**config.mk**
```make
export PLATFORM = sky130hd
export DESIGN_NAME = current_interlocked_reverser
export DESIGN_NICKNAME = d
export VERILOG_FILES = /design/src/rtl/cir_pkg.sv /design/src/rtl/cir_cell.sv /design/src/rtl/cir_window.sv /design/src/rtl/current_interlocked_reverser.sv
export SDC_FILE = /design/constraint.sdc
export NUM_CORES = 1
export LEC_CHECK = 0
export ABC_AREA = 1
export BUFFER_PORTS_ARGS = -buffer_cell sky130_fd_sc_hd__buf_2
export CAP_MARGIN = 20
export CORE_ASPECT_RATIO = 1.1
export CORE_UTILIZATION = 40
export DETAILED_ROUTE_END_ITERATION = 10
export GPL_TIMING_DRIVEN = 0
export PLACE_DENSITY = 0.69
export REMOVE_ABC_BUFFERS = 1
export SKIP_CTS_REPAIR_TIMING = 1
export SLEW_MARGIN = 20
export SYNTH_ARGS = -nofsm -noshare
export SYNTH_HDL_FRONTEND = slang
export SYNTH_HIERARCHICAL = 1
export SYNTH_SLANG_ARGS = --single-unit
export TNS_END_PERCENT = 50
```
**constraint.sdc**
```tcl
create_clock -name clk -period 3.1 [get_ports clk]
set_clock_uncertainty 0.05 [all_clocks]
set_input_delay 0.62 -clock clk [delete_from_list [all_inputs] [get_ports clk]]
set_output_delay 0.62 -clock clk [all_outputs]
set_load 0.005 [all_outputs]
```
**src/rtl/cir_pkg.sv**
```systemverilog
`timescale 1ns / 1ps
// ----------------------------------------------------------------------------
// cir_pkg: shared definitions for the current interlocked reverser
// Mode codes, register indexes, field widths and the relay and LED patterns.
// ----------------------------------------------------------------------------
package cir_pkg;

  localparam int THR_W      = 19;
  localparam int DEB_W      = 16;
  localparam int STABLE_W   = 17;
  localparam int PADDR_W    = 3;
  localparam int PDATA_W    = 32;
  localparam int OUT_DATA_W = 16;

  localparam logic [STABLE_W-1:0] STABLE_MAX = '1;

  localparam logic [THR_W-1:0] THR_RESET = THR_W'(2185);
  localparam logic [DEB_W-1:0] DEB_RESET = DEB_W'(100);

  // Register index, taken from paddr[2].
  localparam logic REG_THRESHOLD = 1'b0;
  localparam logic REG_DEBOUNCE  = 1'b1;

  typedef enum logic [1:0] {
    MODE_REST = 2'd0,
    MODE_A    = 2'd1,
    MODE_TO_B = 2'd2,
    MODE_B    = 2'd3
  } mode_t;

  localparam logic [3:0] RELAY_A    = 4'd9;
  localparam logic [3:0] RELAY_B    = 4'd6;
  localparam logic [3:0] RELAY_NONE = 4'd0;

  function automatic logic [3:0] relay_of(input mode_t m);
    logic [3:0] r;
    unique case (m)
      MODE_A:  r = RELAY_A;
      MODE_B:  r = RELAY_B;
      default: r = RELAY_NONE;
    endcase
    return r;
  endfunction

  // Bits 2..0 of the LED pattern: direction B, direction A, rest.
  function automatic logic [2:0] led_mode_of(input mode_t m);
    logic [2:0] l;
    unique case (m)
      MODE_A:  l = 3'b010;
      MODE_B:  l = 3'b100;
      default: l = 3'b001;
    endcase
    return l;
  endfunction

endpackage

```
**src/rtl/cir_cell.sv**
```systemverilog
`timescale 1ns / 1ps
// ----------------------------------------------------------------------------
// cir_cell: one sample cell of the averaging window
// Holds one sample and takes its neighbor's sample on each shift.
// ----------------------------------------------------------------------------
module cir_cell #(
  parameter int WIDTH = 20
) (
  input  logic                    clk,
  input  logic                    rst,
  input  logic                    shift,
  input  logic signed [WIDTH-1:0] d,
  output logic signed [WIDTH-1:0] q
);

  always_ff @(posedge clk) begin
    if (rst) begin
      q <= '0;
    end else if (shift) begin
      q <= d;
    end
  end

endmodule

```
**src/rtl/cir_window.sv**
```systemverilog
`timescale 1ns / 1ps
// ----------------------------------------------------------------------------
// cir_window: sample window with running sum
// A chain of cells holds the newest samples; the sum follows each shift.
// ----------------------------------------------------------------------------
module cir_window #(
  parameter int WINDOW_LEN  = 8,
  parameter int SAMPLE_BITS = 20,
  parameter int SUM_W       = SAMPLE_BITS + $clog2(WINDOW_LEN)
) (
  input  logic                          clk,
  input  logic                          rst,
  input  logic                          shift,
  input  logic signed [SAMPLE_BITS-1:0] sample_in,
  output logic signed [SAMPLE_BITS-1:0] last_sample,
  output logic signed [SUM_W-1:0]       window_sum
);

  logic signed [SAMPLE_BITS-1:0] tap [0:WINDOW_LEN];

  assign tap[0] = sample_in;

  for (genvar i = 0; i < WINDOW_LEN; i++) begin : g_cell
    cir_cell #(
      .WIDTH(SAMPLE_BITS)
    ) u_cell (
      .clk  (clk),
      .rst  (rst),
      .shift(shift),
      .d    (tap[i]),
      .q    (tap[i+1])
    );
  end

  // The sample falling off the end of the chain leaves the sum.
  always_ff @(posedge clk) begin
    if (rst) begin
      window_sum  <= '0;
      last_sample <= '0;
    end else if (shift) begin
      window_sum  <= window_sum + SUM_W'(sample_in) - SUM_W'(tap[WINDOW_LEN]);
      last_sample <= sample_in;
    end
  end

endmodule

```
**src/rtl/current_interlocked_reverser.sv**
```systemverilog
`timescale 1ns / 1ps
// ----------------------------------------------------------------------------
// current_interlocked_reverser: push-button direction reverser with interlock
// Debounced presses step the mode; presses are refused while current flows.
// ----------------------------------------------------------------------------
// One tick transfer is accepted every clock cycle unless the output stalls. The
// first register stage updates the sample window chain, the running sum and
// the debounce counter, and the output stage then decides the press and
// registers the relay and LED patterns. The window chain shifts once per valid
// sample, so the rate is one tick per cycle whatever the samples, while not stalled.
// When the output is stalled, at most two ticks are held inside the block.
module current_interlocked_reverser
  import cir_pkg::*;
#(
  parameter int WINDOW_LEN  = 8,
  parameter int SAMPLE_BITS = 20
) (
  input  logic                           clk,
  input  logic                           rst,
  // s_tdata: button_level [0], current_sample [SAMPLE_BITS:1], zero fill above
  input  logic                           s_tvalid,
  output logic                           s_tready,
  input  logic [((SAMPLE_BITS+8)/8)*8-1:0] s_tdata,
  // s_tuser: sample_valid [0]
  input  logic                           s_tuser,
  output logic                           m_tvalid,
  input  logic                           m_tready,
  // m_tdata: mode [1:0], relay_bits [5:2], led_bits [9:6], press_blocked [10],
  // press_taken [11], zero fill [15:12]
  output logic [OUT_DATA_W-1:0]          m_tdata,
  input  logic                           psel,
  input  logic                           penable,
  input  logic                           pwrite,
  input  logic [PADDR_W-1:0]             paddr,
  input  logic [PDATA_W-1:0]             pwdata,
  output logic [PDATA_W-1:0]             prdata,
  output logic                           pready
);

  localparam int SUM_W = SAMPLE_BITS + $clog2(WINDOW_LEN);
  localparam int MAG_W = (SAMPLE_BITS > THR_W) ? SAMPLE_BITS : THR_W;
  localparam int LIM_W = THR_W + $clog2(WINDOW_LEN) + 1;
  localparam int CMP_W = (SUM_W > LIM_W) ? SUM_W : LIM_W;

  // Configuration registers
  logic [THR_W-1:0] current_threshold;
  logic [DEB_W-1:0] debounce_ticks;

  assign pready = 1'b1;

  always_ff @(posedge clk) begin
    if (rst) begin
      current_threshold <= THR_RESET;
      debounce_ticks    <= DEB_RESET;
    end else if (psel && penable && pwrite && pready) begin
      unique case (paddr[2])
        REG_THRESHOLD: current_threshold <= pwdata[THR_W-1:0];
        REG_DEBOUNCE:  debounce_ticks    <= pwdata[DEB_W-1:0];
        default: ;
      endcase
    end
  end

  always_comb begin
    unique case (paddr[2])
      REG_THRESHOLD: prdata = PDATA_W'(current_threshold);
      REG_DEBOUNCE:  prdata = PDATA_W'(debounce_ticks);
      default:       prdata = '0;
    endcase
  end

  // Handshake and stage control
  logic stage_valid;
  logic out_advance;
  logic in_accept;

  assign out_advance = !m_tvalid || m_tready;
  assign s_tready    = !stage_valid || out_advance;
  assign in_accept   = s_tvalid && s_tready;

  logic                          in_level;
  logic                          in_sample_valid;
  logic signed [SAMPLE_BITS-1:0] in_sample;

  assign in_level        = s_tdata[0];
  assign in_sample       = s_tdata[SAMPLE_BITS:1];
  assign in_sample_valid = s_tuser;

  // First stage: sample window, current flag and debounce counter
  logic signed [SAMPLE_BITS-1:0] last_sample;
  logic signed [SUM_W-1:0]       window_sum;
  logic                          current_present;
  logic [STABLE_W-1:0]           stable_count;
  logic                          prev_level;
  logic [SAMPLE_BITS-1:0]        in_mag;

  cir_window #(
    .WINDOW_LEN (WINDOW_LEN),
    .SAMPLE_BITS(SAMPLE_BITS),
    .SUM_W      (SUM_W)
  ) u_window (
    .clk        (clk),
    .rst        (rst),
    .shift      (in_accept && in_sample_valid),
    .sample_in  (in_sample),
    .last_sample(last_sample),
    .window_sum (window_sum)
  );

  assign in_mag = in_sample[SAMPLE_BITS-1] ? SAMPLE_BITS'(-in_sample)
                                            : SAMPLE_BITS'(in_sample);

  always_ff @(posedge clk) begin
    if (rst) begin
      stage_valid     <= 1'b0;
      current_present <= 1'b0;
      stable_count    <= '0;
      prev_level      <= 1'b1;
    end else begin
      if (in_accept) begin
        stage_valid <= 1'b1;
      end else if (out_advance) begin
        stage_valid <= 1'b0;
      end
      if (in_accept) begin
        if (in_sample_valid) begin
          current_present <= (MAG_W'(in_mag) >= MAG_W'(current_threshold));
        end
        if (in_level != prev_level) begin
          stable_count <= '0;
        end else if (stable_count != STABLE_MAX) begin
          stable_count <= stable_count + 1'b1;
        end
        prev_level <= in_level;
      end
    end
  end

  // Output stage: press decision on the state left by the tick in stage one
  mode_t                  mode;
  mode_t                  mode_next;
  logic                   press_latched;
  logic                   press_latched_next;
  logic                   qualify;
  logic                   interlock_ok;
  logic [SUM_W-1:0]       sum_mag;
  logic [SAMPLE_BITS-1:0] last_mag;
  logic [CMP_W-1:0]       sum_limit;
  logic [3:0]             relay_bits;
  logic [3:0]             led_bits;
  logic                   press_blocked;
  logic                   press_taken;

  assign sum_mag   = window_sum[SUM_W-1] ? SUM_W'(-window_sum) : SUM_W'(window_sum);
  assign last_mag  = last_sample[SAMPLE_BITS-1] ? SAMPLE_BITS'(-last_sample)
                                                : SAMPLE_BITS'(last_sample);
  assign sum_limit = CMP_W'(current_threshold) * CMP_W'(WINDOW_LEN);

  assign interlock_ok = (CMP_W'(sum_mag) < sum_limit) &&
                        (MAG_W'(last_mag) < MAG_W'(current_threshold));
  assign qualify = (stable_count > STABLE_W'(debounce_ticks)) && !prev_level &&
                   !press_latched;

  always_comb begin
    mode_next          = mode;
    press_latched_next = press_latched;
    if (qualify) begin
      press_latched_next = 1'b1;
      if (interlock_ok) begin
        mode_next = mode_t'(mode + 2'd1);
      end
    end
    // A release ends the hold, so the next press may count again.
    if (prev_level) begin
      press_latched_next = 1'b0;
    end
  end

  always_ff @(posedge clk) begin
    if (rst) begin
      m_tvalid      <= 1'b0;
      mode          <= MODE_REST;
      press_latched <= 1'b0;
      relay_bits    <= RELAY_NONE;
      led_bits      <= 4'b0001;
      press_blocked <= 1'b0;
      press_taken   <= 1'b0;
    end else if (out_advance) begin
      m_tvalid <= stage_valid;
      if (stage_valid) begin
        mode          <= mode_next;
        press_latched <= press_latched_next;
        relay_bits    <= relay_of(mode_next);
        led_bits      <= {current_present, led_mode_of(mode_next)};
        press_blocked <= qualify && !interlock_ok;
        press_taken   <= qualify && interlock_ok;
      end
    end
  end

  assign m_tdata = {4'b0000, press_taken, press_blocked, led_bits, relay_bits, mode};

endmodule

```
==> results.yml <==
synthesis:
  netlist_instances: 2512
  synth_area_leader_cell: "dfxtp_1"
  synth_area_leaders: "dfxtp_1 33%, nand2_1 14%, inv_1 11%, nor2_1 10%, ha_1 7.5%"
  async_flop_share: 0
  synth_ff_type: "dfxtp_1"
  synth_common_cells: "625 x nand2_1, 471 x inv_1, 450 x nor2_1, 268 x dfxtp_1, 109 x a21oi_1"
  seq_area_frac_synth: 0.326
  ys_warn_count: 6
  ys_seq_elements: 268
  synthMostInstantiatedCell: "nand2_1"
  syn_area_sq_um: 16400
  synth.avg_cell_area_sq_um: 6.55
  synth_top_area_share: 0.326
  synth-edff-count: 0
  ys_types: 45
timing:
  relSlewSlack: 0.292
  whs_ns: 0.200
  tightest_slew_ns: 1.06
  layout_setup_ws_ns: -0.296
  setup-tns-final_ns: -1.35
  min_period_ns: 3.40
  maxSlewViolCount: 0
  timing.fmax_ghz: 0.294
  hold_viol: 0
  rsz0062_at_grt: "yes"
  period_share: 1.10
  setup_viol: 6
worst_setup_path:
  critPathRequiredTime_ns: 3.50
  crit_top_cell: "nand2_1"
  path_delay_family: "simple AND/OR/NAND/NOR gates"
  worstSetupEndpointType: "flop"
  slowest_stage: "dfxtp_2"
  cp_slowest_stage_delay_ns: 0.33
  criticalPathCategory: "reg2reg"
  crit_path_max_fanout: 3
  crit_arrival_ns: 3.79
  cp-start-kind: "flop"
  crit_buf_inv: 2
global_routing:
  grt_max_degree: 123
  grt_overflow: 0
  grt_pass1_vias: 13677
  grt_pass1_wl_mm: 66.4
  antenna_found_initial: 0
  use_met1: 0.239
  grt.total_usage: 0.191
  use_met2: 0.346
  met3_usage: 0.0182
  top_usage_layer: "met2"
clocking:
  cts_max_path_buffers: 3
  tritoncts: "done"
  clock-root-buffer: "clkbuf_16"
  cts_buffers: 30
  clk_pin_slew_worst_paths_ns: 0.06
  worstSkewPairLatency_ns: 0.60
  cts_max_level: 1
  clock-sinks: 268
placed_design:
  pre_cts_slack_ns: -0.467
  portBuffers: 81
  dp_cells: 3020
  gp_congestion: 0.920
  dp_hpwl_mm: 30.1
floorplanning:
  die_y_microns: 215
  core_sq_um: 40400
  row_count: 77
  die_area_sq_um: 41900
  ios: 118
  die_w_microns: 195
  initial_core_util: 0.407
power_and_ir_drop:
  internal-power_uw: 6970
  power_frac_clock: 0.373
  p_sw_frac: 0.320
  leakagePower_uw: 0.00895
  p_seq_frac: 0.373
  p_sw_uw: 3270
  ir_worst_vdd_mv: 0.395
  combinationalPowerShare: 0.255
  p_total_uw: 10200
  power_density_nw_per_um2: 566
routing:
  drc: 0
  vias: 14583
  first_pass_iters: 6
  viasPerCell: 4.73
  routedWlPerCell_microns: 13.1
  final_antenna_net_count: 0
  drtIter0Drc: 878
  wl_mm: 40.2
finish:
  antenna_cells: 0
  area_growth_pct: 10.1
  nets: 2734
  stdcell_count: 3080
  drive_gt1_frac: 0.0795
outcome:
  violations: "negative setup slack"
  status: "finished, violations left"
hold_path:
  min_path_type: "in2reg"
run:
  drv_cap: 0
path summary, 6_finish.rpt:
kind	slack [ns]	start	cells past startpoint	end
worst max-delay path	-0.30	u_window/window_sum[5]	26	relay_bits[0]
worst min-delay path	0.20	pwdata[3]	3	current_threshold[3]
worst max register to register	-0.30	u_window/window_sum[5]	26	relay_bits[0]
worst min register to register	0.42	u_window/g_cell[5].u_cell/q[16]	2	u_window/g_cell[5].u_cell/q[16]
through the flow:
step	instance area, sq um	util
6_report	18100	0.449
5_1_grt	18100	0.449
3_5_place_dp	16900	0.419
2_1_floorplan	15800	-
4_1_cts	18000	0.445
3_3_place_gp	16800	0.416
layout make-up:
cell class,instances,area [sq um]
Fill cell,4078,22300
Timing Repair Buffer,92,554
Clock inverter,15,255
Inverter,481,1810
Sequential cell,268,5370
Tap cell,513,642
Clock buffer,37,817
Multi-Input combinational cell,1674,8660
flip-flops by register name, indices dropped and copies added (netlist names), 2 cells and up:
signal	count
debounce_ticks	16
mode	2
relay_bits	2
u_window/last_sample	20
u_window/g_cell.u_cell/q	160
led_bits	2
current_threshold	19
u_window/window_sum	23
stable_count	17
worst min-delay path: stages:
cell,delay (ns)
buf_2,0.09
a21oi_1,0.05
o21ai_0,0.06
per-layer routing:
| layer | vias up | part of all wire |
|---|---|---|
| li1 | 7610 | - |
| met1 | 6632 | 0.46 |
| met2 | 274 | 0.48 |
| met3 | 67 | 0.039 |
| met4 | 0 | 0.025 |
| met5 | - | 0 |
layout by cell type (no fill, tap or decap), drive strengths merged, types with 22 or more instances in the layout:
| cell type | instances |
|---|---|
| a211oi | 26 |
| a21oi | 112 |
| buf | 92 |
| clkbuf | 37 |
| dfxtp | 268 |
| fa | 22 |
| ha | 98 |
| inv | 479 |
| nand2 | 633 |
| nand3 | 71 |
| nor2 | 461 |
| o21ai | 97 |
| xor2 | 46 |
logic make-up after synthesis:
group / Yosys count / synth area share
flops: 268 / 0.326
other cells: 2 / 0.000457
xor+xnor: 65 / 0.0346
buf+inv: 586 / 0.155
fa+ha+maj: 120 / 0.101
compound gates: 258 / 0.0887
simple gates: 1213 / 0.293
power groups by stage:
| stage | registers [uW] | clock network (uW) | logic [uW] |
|---|---|---|---|
| finish | 3820 | 3820 | 2610 |
| global placement | 3880 | 0 | 2600 |
| floorplan | 3840 | 0 | 2000 |
| CTS | 3810 | 3900 | 2540 |
| global route | 3840 | 4030 | 3010 |
| detailed placement | 3880 | 0 | 2520 |
No activity file was read; power rests on OpenSTA's default activity.
